### config.mk
export PLATFORM = sky130hd
export DESIGN_NAME = midpoint_ellipse_rasterizer_core
export DESIGN_NICKNAME = d
export VERILOG_FILES = /design/src/sv/mer_pkg.sv /design/src/sv/mer_ctrl.sv /design/src/sv/mer_datapath.sv /design/src/sv/midpoint_ellipse_rasterizer_core.sv
export SDC_FILE = /design/constraint.sdc
export NUM_CORES = 2
export LEC_CHECK = 0
export ABC_AREA = 1
export BUFFER_PORTS_ARGS = -buffer_cell sky130_fd_sc_hd__buf_2
export CAP_MARGIN = 20
export CORE_ASPECT_RATIO = 1.5
export CORE_MARGIN = 4
export CORE_UTILIZATION = 27
export DETAILED_ROUTE_END_ITERATION = 8
export PLACE_DENSITY_LB_ADDON = 0.25
export SETUP_SLACK_MARGIN = 0.02
export SYNTH_ARGS = -nofsm -noshare
export SYNTH_HDL_FRONTEND = slang
export SYNTH_SLANG_ARGS = --single-unit
### constraint.sdc
create_clock -name clk_i -period 18 [get_ports clk_i]
set_input_delay 1.8 -clock clk_i [delete_from_list [all_inputs] [get_ports clk_i]]
set_output_delay 1.8 -clock clk_i [all_outputs]
set_load 0.02 [all_outputs]
### src/sv/mer_pkg.sv
// Package for the midpoint ellipse rasteriser core.
// Holds the widths, input kind codes, controller states and the command and status structs.
// Depends on nothing.
`default_nettype none

package mer_pkg;

  localparam int unsigned COORD_BITS = 11;
  localparam int unsigned XW         = COORD_BITS + 1;
  localparam int unsigned YW         = COORD_BITS + 2;
  localparam int unsigned SQW        = 2 * COORD_BITS;
  localparam int unsigned MOPW       = 2 * COORD_BITS + 4;
  localparam int unsigned PW         = 2 * MOPW;
  localparam int unsigned DW         = 48;
  localparam int unsigned OUT_W      = 13;
  localparam int unsigned COLOR_W    = 4;

  localparam logic [COLOR_W-1:0] PEN_RESET = COLOR_W'(15);

  localparam logic KIND_START = 1'b0;
  localparam logic KIND_STEP  = 1'b1;

  typedef enum logic [3:0] {
    S_IDLE,
    S_ST_RX,
    S_ST_RY,
    S_ST_DY,
    S_ST_INIT,
    S_RC_TX,
    S_RC_A,
    S_RC_TY,
    S_RC_B,
    S_RC_C,
    S_RC_END,
    S_STEP,
    S_NULL
  } state_e;

  typedef enum logic [2:0] {
    MUL_RX_RX,
    MUL_RY_RY,
    MUL_RX2_RY,
    MUL_TX_TX,
    MUL_RY2_P,
    MUL_TY_TY,
    MUL_RX2_P,
    MUL_RX2_RY2
  } mul_sel_e;

  typedef enum logic [3:0] {
    ACT_NONE,
    ACT_LOAD_START,
    ACT_SET_RX2,
    ACT_SET_RY2,
    ACT_INIT_D,
    ACT_ACC_SET,
    ACT_ACC_ADD,
    ACT_ACC_FINAL,
    ACT_STEP_OUT,
    ACT_NULL_OUT
  } act_e;

  typedef struct packed {
    mul_sel_e mul_sel;
    act_e     act;
  } cmd_t;

  typedef struct packed {
    logic drawing;
    logic need_rc;
    logic out_free;
  } status_t;

endpackage

`default_nettype wire

### src/sv/mer_ctrl.sv
// Controller for the midpoint ellipse rasteriser: sequences start set-up, region change
// and result beats. Depends on mer_pkg.
`default_nettype none

module mer_ctrl (
  input  wire logic            clk_i,
  input  wire logic            rst_ni,
  input  wire logic            in_valid_i,
  output logic                 in_ready_o,
  input  wire logic            kind_i,
  input  wire mer_pkg::status_t stat_i,
  output mer_pkg::cmd_t        cmd_o
);
  import mer_pkg::*;

  state_e state_q, state_d;
  logic   accept;

  assign accept = in_valid_i && in_ready_o;

  always_ff @(posedge clk_i or negedge rst_ni) begin
    if (!rst_ni) begin
      state_q <= S_IDLE;
    end else begin
      state_q <= state_d;
    end
  end

  always_comb begin
    state_d = state_q;
    case (state_q)
      S_IDLE: begin
        if (accept) begin
          if (kind_i == KIND_START) begin
            state_d = S_ST_RX;
          end else if (!stat_i.drawing) begin
            state_d = S_NULL;
          end else if (stat_i.need_rc) begin
            state_d = S_RC_TX;
          end else begin
            state_d = S_STEP;
          end
        end
      end
      S_ST_RX:   state_d = S_ST_RY;
      S_ST_RY:   state_d = S_ST_DY;
      S_ST_DY:   state_d = S_ST_INIT;
      S_ST_INIT: state_d = S_NULL;
      S_RC_TX:   state_d = S_RC_A;
      S_RC_A:    state_d = S_RC_TY;
      S_RC_TY:   state_d = S_RC_B;
      S_RC_B:    state_d = S_RC_C;
      S_RC_C:    state_d = S_RC_END;
      S_RC_END:  state_d = S_STEP;
      S_STEP: begin
        if (stat_i.out_free) begin
          state_d = S_IDLE;
        end
      end
      S_NULL: begin
        if (stat_i.out_free) begin
          state_d = S_IDLE;
        end
      end
      default:   state_d = S_IDLE;
    endcase
  end

  always_comb begin
    in_ready_o    = 1'b0;
    cmd_o.mul_sel = MUL_RX_RX;
    cmd_o.act     = ACT_NONE;
    case (state_q)
      S_IDLE: begin
        in_ready_o = 1'b1;
        if (in_valid_i && kind_i == KIND_START) begin
          cmd_o.act = ACT_LOAD_START;
        end
      end
      S_ST_RX: cmd_o.mul_sel = MUL_RX_RX;
      S_ST_RY: begin
        cmd_o.mul_sel = MUL_RY_RY;
        cmd_o.act     = ACT_SET_RX2;
      end
      S_ST_DY: begin
        cmd_o.mul_sel = MUL_RX2_RY;
        cmd_o.act     = ACT_SET_RY2;
      end
      S_ST_INIT: cmd_o.act = ACT_INIT_D;
      S_RC_TX:   cmd_o.mul_sel = MUL_TX_TX;
      S_RC_A:    cmd_o.mul_sel = MUL_RY2_P;
      S_RC_TY: begin
        cmd_o.mul_sel = MUL_TY_TY;
        cmd_o.act     = ACT_ACC_SET;
      end
      S_RC_B:    cmd_o.mul_sel = MUL_RX2_P;
      S_RC_C: begin
        cmd_o.mul_sel = MUL_RX2_RY2;
        cmd_o.act     = ACT_ACC_ADD;
      end
      S_RC_END:  cmd_o.act = ACT_ACC_FINAL;
      S_STEP: begin
        if (stat_i.out_free) begin
          cmd_o.act = ACT_STEP_OUT;
        end
      end
      S_NULL: begin
        if (stat_i.out_free) begin
          cmd_o.act = ACT_NULL_OUT;
        end
      end
      default: cmd_o.act = ACT_NONE;
    endcase
  end

  a_rc_ends_in_step: assert property (@(posedge clk_i) disable iff (!rst_ni)
    state_q == S_RC_END |=> state_q == S_STEP)
    else $error("region change did not lead to a step");

  a_start_reaches_null: assert property (@(posedge clk_i) disable iff (!rst_ni)
    cmd_o.act == ACT_LOAD_START |=> ##4 state_q == S_NULL)
    else $error("start set-up length wrong");

  a_step_needs_drawing: assert property (@(posedge clk_i) disable iff (!rst_ni)
    (state_q == S_STEP || state_q == S_RC_TX) |-> stat_i.drawing)
    else $error("step work while idle");

endmodule

`default_nettype wire

### src/sv/mer_datapath.sv
// Datapath for the midpoint ellipse rasteriser: shared multiplier, decision terms,
// offsets, pen colour and the output register. Depends on mer_pkg.
`default_nettype none

module mer_datapath (
  input  wire logic                          clk_i,
  input  wire logic                          rst_ni,
  input  wire mer_pkg::cmd_t                 cmd_i,
  output mer_pkg::status_t                   stat_o,
  input  wire logic [mer_pkg::COORD_BITS-1:0] center_x_i,
  input  wire logic [mer_pkg::COORD_BITS-1:0] center_y_i,
  input  wire logic [mer_pkg::COORD_BITS-1:0] radius_x_i,
  input  wire logic [mer_pkg::COORD_BITS-1:0] radius_y_i,
  input  wire logic                          cfg_we_i,
  input  wire logic [mer_pkg::COLOR_W-1:0]   cfg_wdata_i,
  output logic                               out_valid_o,
  input  wire logic                          out_ready_i,
  output logic                               point_valid_o,
  output logic signed [mer_pkg::OUT_W-1:0]   right_x_o,
  output logic signed [mer_pkg::OUT_W-1:0]   left_x_o,
  output logic signed [mer_pkg::OUT_W-1:0]   lower_y_o,
  output logic signed [mer_pkg::OUT_W-1:0]   upper_y_o,
  output logic [mer_pkg::COLOR_W-1:0]        pixel_color_o,
  output logic                               last_point_o
);
  import mer_pkg::*;

  logic                  drawing_q, second_q, out_valid_q;
  logic [COLOR_W-1:0]    pen_q;
  logic [COORD_BITS-1:0] ccol_q, crow_q, rx_q, ry_q;
  logic [XW-1:0]         ox_q, ox_u;
  logic [YW-1:0]         oy_q, oy_u;
  logic [SQW-1:0]        rx2_q, ry2_q;
  logic [DW-1:0]         dx_q, dy_q, dec_q;
  logic [DW-1:0]         dx_u, dy_u, dec_u, dx_n, dy_n;
  logic [DW-1:0]         rx2_w, ry2_w, prod_w;
  logic [PW-1:0]         prod_q;
  logic [MOPW-1:0]       mul_a, mul_b;
  logic [XW:0]           tx;
  logic [YW-1:0]         ty, ty_mag;
  logic                  out_point_q, out_last_q;
  logic [OUT_W-1:0]      right_q, left_q, lower_q, upper_q;
  logic [COLOR_W-1:0]    color_q;
  logic                  out_load;

  assign rx2_w  = DW'(rx2_q);
  assign ry2_w  = DW'(ry2_q);
  assign prod_w = DW'(prod_q);
  assign tx     = {ox_q, 1'b1};
  assign ty     = oy_q - YW'(1);
  assign ty_mag = ty[YW-1] ? (~ty + YW'(1)) : ty;

  always_comb begin
    mul_a = MOPW'(rx_q);
    mul_b = MOPW'(rx_q);
    case (cmd_i.mul_sel)
      MUL_RX_RX: begin
        mul_a = MOPW'(rx_q);
        mul_b = MOPW'(rx_q);
      end
      MUL_RY_RY: begin
        mul_a = MOPW'(ry_q);
        mul_b = MOPW'(ry_q);
      end
      MUL_RX2_RY: begin
        mul_a = MOPW'(rx2_q);
        mul_b = MOPW'(ry_q);
      end
      MUL_TX_TX: begin
        mul_a = MOPW'(tx);
        mul_b = MOPW'(tx);
      end
      MUL_RY2_P: begin
        mul_a = MOPW'(ry2_q);
        mul_b = prod_q[MOPW-1:0];
      end
      MUL_TY_TY: begin
        mul_a = MOPW'(ty_mag);
        mul_b = MOPW'(ty_mag);
      end
      MUL_RX2_P: begin
        mul_a = MOPW'(rx2_q);
        mul_b = prod_q[MOPW-1:0];
      end
      MUL_RX2_RY2: begin
        mul_a = MOPW'(rx2_q);
        mul_b = MOPW'(ry2_q);
      end
      default: begin
        mul_a = '0;
        mul_b = '0;
      end
    endcase
  end

  always_ff @(posedge clk_i) begin
    prod_q <= mul_a * mul_b;
  end

  // one plotting step, region 1 or region 2
  assign dx_n = dx_q + (ry2_w << 1);
  assign dy_n = dy_q - (rx2_w << 1);

  always_comb begin
    ox_u  = ox_q;
    oy_u  = oy_q;
    dx_u  = dx_q;
    dy_u  = dy_q;
    dec_u = dec_q;
    if (!second_q) begin
      ox_u = ox_q + XW'(1);
      dx_u = dx_n;
      if (dec_q[DW-1]) begin
        dec_u = dec_q + (dx_n << 2) + (ry2_w << 2);
      end else begin
        oy_u  = oy_q - YW'(1);
        dy_u  = dy_n;
        dec_u = dec_q + (dx_n << 2) - (dy_n << 2) + (ry2_w << 2);
      end
    end else begin
      oy_u = oy_q - YW'(1);
      dy_u = dy_n;
      if (!dec_q[DW-1] && dec_q != '0) begin
        dec_u = dec_q + (rx2_w << 2) - (dy_n << 2);
      end else begin
        ox_u  = ox_q + XW'(1);
        dx_u  = dx_n;
        dec_u = dec_q + (dx_n << 2) - (dy_n << 2) + (rx2_w << 2);
      end
    end
  end

  always_ff @(posedge clk_i or negedge rst_ni) begin
    if (!rst_ni) begin
      drawing_q <= 1'b0;
      second_q  <= 1'b0;
      pen_q     <= PEN_RESET;
    end else begin
      if (cfg_we_i) begin
        pen_q <= cfg_wdata_i;
      end
      case (cmd_i.act)
        ACT_LOAD_START: begin
          drawing_q <= 1'b1;
          second_q  <= 1'b0;
        end
        ACT_ACC_FINAL: second_q <= 1'b1;
        ACT_STEP_OUT: begin
          if (oy_u[YW-1]) begin
            drawing_q <= 1'b0;
            second_q  <= 1'b0;
          end
        end
        default: ;
      endcase
    end
  end

  always_ff @(posedge clk_i) begin
    case (cmd_i.act)
      ACT_LOAD_START: begin
        ccol_q <= center_x_i;
        crow_q <= center_y_i;
        rx_q   <= radius_x_i;
        ry_q   <= radius_y_i;
        ox_q   <= '0;
        oy_q   <= YW'(radius_y_i);
        dx_q   <= '0;
      end
      ACT_SET_RX2: rx2_q <= prod_q[SQW-1:0];
      ACT_SET_RY2: ry2_q <= prod_q[SQW-1:0];
      ACT_INIT_D: begin
        dy_q  <= prod_w << 1;
        dec_q <= (ry2_w << 2) - (prod_w << 2) + rx2_w;
      end
      ACT_ACC_SET:   dec_q <= prod_w;
      ACT_ACC_ADD:   dec_q <= dec_q + (prod_w << 2);
      ACT_ACC_FINAL: dec_q <= dec_q - (prod_w << 2);
      ACT_STEP_OUT: begin
        ox_q  <= ox_u;
        oy_q  <= oy_u;
        dx_q  <= dx_u;
        dy_q  <= dy_u;
        dec_q <= dec_u;
      end
      default: ;
    endcase
  end

  // output register
  assign out_load = (cmd_i.act == ACT_STEP_OUT) || (cmd_i.act == ACT_NULL_OUT);

  always_ff @(posedge clk_i or negedge rst_ni) begin
    if (!rst_ni) begin
      out_valid_q <= 1'b0;
    end else if (out_load) begin
      out_valid_q <= 1'b1;
    end else if (out_ready_i) begin
      out_valid_q <= 1'b0;
    end
  end

  always_ff @(posedge clk_i) begin
    if (cmd_i.act == ACT_STEP_OUT) begin
      out_point_q <= 1'b1;
      right_q     <= OUT_W'(ccol_q) + OUT_W'(ox_q);
      left_q      <= OUT_W'(ccol_q) - OUT_W'(ox_q);
      lower_q     <= OUT_W'(crow_q) + OUT_W'($signed(oy_q));
      upper_q     <= OUT_W'(crow_q) - OUT_W'($signed(oy_q));
      color_q     <= pen_q;
      out_last_q  <= oy_u[YW-1];
    end else if (cmd_i.act == ACT_NULL_OUT) begin
      out_point_q <= 1'b0;
      right_q     <= '0;
      left_q      <= '0;
      lower_q     <= '0;
      upper_q     <= '0;
      color_q     <= '0;
      out_last_q  <= 1'b0;
    end
  end

  assign out_valid_o   = out_valid_q;
  assign point_valid_o = out_point_q;
  assign right_x_o     = $signed(right_q);
  assign left_x_o      = $signed(left_q);
  assign lower_y_o     = $signed(lower_q);
  assign upper_y_o     = $signed(upper_q);
  assign pixel_color_o = color_q;
  assign last_point_o  = out_last_q;

  assign stat_o.drawing  = drawing_q;
  assign stat_o.need_rc  = !second_q && !($signed(dx_q) < $signed(dy_q));
  assign stat_o.out_free = !out_valid_q || out_ready_i;

  a_no_overwrite: assert property (@(posedge clk_i) disable iff (!rst_ni)
    out_load |-> (!out_valid_q || out_ready_i))
    else $error("result register overwritten before its beat");

  a_last_ends_drawing: assert property (@(posedge clk_i) disable iff (!rst_ni)
    cmd_i.act == ACT_STEP_OUT |=> (out_last_q == !drawing_q))
    else $error("last point and drawing state disagree");

  a_second_only_drawing: assert property (@(posedge clk_i) disable iff (!rst_ni)
    second_q |-> drawing_q)
    else $error("region 2 flag set while idle");

  a_null_is_zero: assert property (@(posedge clk_i) disable iff (!rst_ni)
    (out_valid_q && !out_point_q) |-> (right_q == '0 && color_q == '0 && !out_last_q))
    else $error("empty result carries data");

endmodule

`default_nettype wire

### src/sv/midpoint_ellipse_rasterizer_core.sv
// Top level of the midpoint ellipse rasteriser: joins controller and datapath.
// Depends on mer_pkg, mer_ctrl and mer_datapath.
//
//   channel | direction | handshake               | payload
//   in      | input     | in_valid_i / in_ready_o   | kind, center_x/y, radius_x/y
//   out     | output    | out_valid_o / out_ready_i | point_valid, x/y pairs, colour, last
//   cfg     | input     | cfg_we_i                  | cfg_wdata_i (pen colour)
//
// A step beat passes through S_STEP; the step that enters region 2 first runs S_RC_TX to S_RC_END,
// as the region-2 decision term needs five products from the one shared multiplier.
// A start beat runs three squarings/products on the multiplier, then the set-up, then the result.
// Reset leaves the block idle with pen colour 15; no clearing pass.
// A new beat is taken while the previous result still waits; a held result stalls only
// the delivery of the next one.
`default_nettype none

module midpoint_ellipse_rasterizer_core (
  input  wire logic                          clk_i,
  input  wire logic                          rst_ni,
  input  wire logic                          in_valid_i,
  output logic                               in_ready_o,
  input  wire logic                          kind_i,
  input  wire logic [mer_pkg::COORD_BITS-1:0] center_x_i,
  input  wire logic [mer_pkg::COORD_BITS-1:0] center_y_i,
  input  wire logic [mer_pkg::COORD_BITS-1:0] radius_x_i,
  input  wire logic [mer_pkg::COORD_BITS-1:0] radius_y_i,
  input  wire logic                          cfg_we_i,
  input  wire logic [mer_pkg::COLOR_W-1:0]   cfg_wdata_i,
  output logic                               out_valid_o,
  input  wire logic                          out_ready_i,
  output logic                               point_valid_o,
  output logic signed [mer_pkg::OUT_W-1:0]   right_x_o,
  output logic signed [mer_pkg::OUT_W-1:0]   left_x_o,
  output logic signed [mer_pkg::OUT_W-1:0]   lower_y_o,
  output logic signed [mer_pkg::OUT_W-1:0]   upper_y_o,
  output logic [mer_pkg::COLOR_W-1:0]        pixel_color_o,
  output logic                               last_point_o
);
  import mer_pkg::*;

  cmd_t    cmd;
  status_t stat;

  mer_ctrl u_ctrl (
    .clk_i      (clk_i),
    .rst_ni     (rst_ni),
    .in_valid_i (in_valid_i),
    .in_ready_o (in_ready_o),
    .kind_i     (kind_i),
    .stat_i     (stat),
    .cmd_o      (cmd)
  );

  mer_datapath u_datapath (
    .clk_i         (clk_i),
    .rst_ni        (rst_ni),
    .cmd_i         (cmd),
    .stat_o        (stat),
    .center_x_i    (center_x_i),
    .center_y_i    (center_y_i),
    .radius_x_i    (radius_x_i),
    .radius_y_i    (radius_y_i),
    .cfg_we_i      (cfg_we_i),
    .cfg_wdata_i   (cfg_wdata_i),
    .out_valid_o   (out_valid_o),
    .out_ready_i   (out_ready_i),
    .point_valid_o (point_valid_o),
    .right_x_o     (right_x_o),
    .left_x_o      (left_x_o),
    .lower_y_o     (lower_y_o),
    .upper_y_o     (upper_y_o),
    .pixel_color_o (pixel_color_o),
    .last_point_o  (last_point_o)
  );

endmodule

`default_nettype wire

==> reports/summary.txt <==
Syn nets: 10,200
Synth Register Bits: 370
Crit-path most repeated cell: inv_1
Gr ovfl total: 0
H-tree depth: 2
# nets final: 10,300
FF/Latch Area: 10,600 um2
Worst path top cell family by delay: adder cells
Die Wd: 402 um
Antenna viol nets, final: 0
Setup ws final: 7.82 ns
Number of global-route vias before repair: 64,100
Area delta synth->final: 10.1%
Final WL: 335,000 um
Vias after detailed routing: 62,200
DIE AREA: 241,000 um2
Layout cells sized above 1: 0.0599
GP Congestion: 1.06
Global Route Usage Sum: 0.271
Setup CP Type: reg2reg
Top post-synthesis cells by count: nand2_1 (2,218), inv_1 (1,938), nor2_1 (776)
Finish-stage setup viols: 0
Worst-Margin Slew: 1.24 ns
Initial DRC Count: 4,483
Max stage delay cell, worst path: o21ai_2
Most common cell in the netlist: nand2_1
RSZ-0062 raised after global routing: false
CP Depth: 40
Synth top area share: 0.169
Clock buffer depth: 3
CP Data Required Time: 18.49 ns
CTS tree: yes
TNS Setup: 0 ns
CP endpoint kind: flip-flop
Post-Syn Instances: 9,058
Initial Util: 0.272
Die height: 599 um
Async set-or-reset flop fraction in the synthesized netlist: 0.0297
DR pass1 iterations: 8
Root Buffer: clkbuf_16
DP Worst Slack: 7.82 ns
Post-synthesis sequential area ratio: 0.168
Global-route wire length before repair: 466,000 um
DRC viols: 0
Number of port buffers: 113
Vias per cell: 5.07
Synth area leaders: fa_1 (17%), edfxtp_1 (15%), nand2_1 (13%)
Type of the worst min-delay path: reg2reg
CTS Sinks: 370
Max-slew violations: 0
Ys flop type: edfxtp_1
IO Pins: 114
Max Cap Viol: 0
Final hold vios: 0
Total core area: 231,000 um2
Post CTS Setup Buffer Count: 0
Critical Path AT: 10.67 ns
# fillers: 25,800
Post-CTS resize count: 0
Largest net degree at the start of global routing: 94
Mapped cell area: 62,900 um2
CP peak stage delay: 0.76 ns
Area of the multi-input gates: 44,400 um2
WP buf/inv: 8
Critical path fanouts, max: 11
EDFF count, synth: 310
Synth unique cells: 73
Ys Warns: 0
FMAX: 98.2 MHz
Clk slew on worst S/H paths: 0.06 ns
Hold-critical path depth: 2
Clk_lat worst skew: 0.65 ns
Mean post-synth cell area: 6.94 um2
Tmin final: 10.18 ns
Worst slew margin: 0.169
Status: finished clean
Initial antenna violation count: 17
FP Rows: 216
Avg WL per Cell: 27.3 um
Final Skew: 0.0565 ns
TritonCTS Buffers: 43
Startpoint types: flip-flop
Hold-fix buffers, CTS: 0
R2r worst-path depth: 40
Post-DP HPWL: 287,000 um
Area leader, netlist: fa_1
Tcrit/Tclk final: 0.566
kinds of logic after synthesis:
group	after synthesis	share of synthesized area
xor gates and xnor gates	311	0.0434
DFF	370	0.168
buffers and inverters	2148	0.129
AOI/OAI and AO/OA	1343	0.123
adders and majority gates	1129	0.288
and+or+nand+nor	3757	0.248
per-stage QoR:
| step | utilization | cells | hold WS (ns) | area [um2] |
|---|---|---|---|---|
| after CTS | 0.299 | 12200 | 0.489 | 69100 |
| after floorplan | - | 9058 | 0.460 | 62900 |
| final | 0.299 | 12300 | 0.485 | 69200 |
| after global routing | 0.299 | 12300 | 0.512 | 69200 |
| after global placement | 0.292 | 12200 | 0.471 | 67500 |
| after detailed placement | 0.292 | 12200 | 0.478 | 67600 |
layout make-up:
class	instances	area share
Sequential cell	370	0.153
Multi-Input combinational cell	6540	0.642
Clock buffer	53	0.0173
Clock inverter	27	0.00555
Tap cell	3052	0.0552
Timing Repair Buffer	216	0.0195
Inverter	1976	0.107
Antenna cell	26	0.000940
metal layers:
layer / GRT usage / vias to the layer above / part of all wire
li1: - / 28800 / -
met1: 0.263 / 30500 / 0.33
met2: 0.505 / 2094 / 0.52
met3: 0.0283 / 848 / 0.041
met4: 0.246 / 8 / 0.11
met5: 0 / - / 0.00017
cell usage in the layout (no fill, tap or decap), types with 49 or more instances in the layout:
master,instances
xor2_1,217
nand2_1,2217
nand3_1,350
o21ai_0,369
fa_1,530
a31oi_1,67
ha_1,599
a21oi_1,574
xnor2_1,93
edfxtp_1,310
inv_1,1933
dfxtp_1,49
nand4_1,90
buf_4,102
nor2_1,770
nor3_1,95
buf_2,113
registers in the layout (all words and copies together) (netlist names), 4 cells and up:
name,cells
u_datapath.ry_q,11
u_datapath.ox_q,12
u_datapath.pixel_color_o,4
u_datapath.pen_q,4
u_datapath.ry2_q,22
u_datapath.prod_q,48
u_ctrl.state_q,4
u_datapath.oy_q,13
u_datapath.dy_q,47
u_datapath.rx_q,11
u_datapath.rx2_q,22
u_datapath.ccol_q,11
u_datapath.left_x_o,13
u_datapath.lower_y_o,13
u_datapath.dec_q,48
u_datapath.crow_q,11
u_datapath.dx_q,47
u_datapath.upper_y_o,12
u_datapath.right_x_o,12
worst reg2reg max path: cells and delay by family (launching register included):
kind | cells | cell delay [ns]
compound gates | 11 | 2.98
simple gates | 12 | 1.80
flops | 1 | 0.50
buf+inv | 8 | 0.84
fa+ha+maj | 9 | 3.87
final timing paths:
check	start	to	slack, ns
max	u_datapath.oy_q[0]	u_datapath.prod_q[45]	7.82
min in group asynchronous	rst_ni	u_datapath.out_valid_o	1.09
min reg2reg	u_datapath.pen_q[2]	u_datapath.pen_q[2]	0.49
min	u_datapath.pen_q[2]	u_datapath.pen_q[2]	0.49
max reg2reg	u_datapath.oy_q[0]	u_datapath.prod_q[45]	7.82
max in group asynchronous	rst_ni	u_datapath.pen_q[0]	16.59
Power is not shown: default switching activity piles up to over one toggle a cycle in this logic, so the estimate is an artifact.
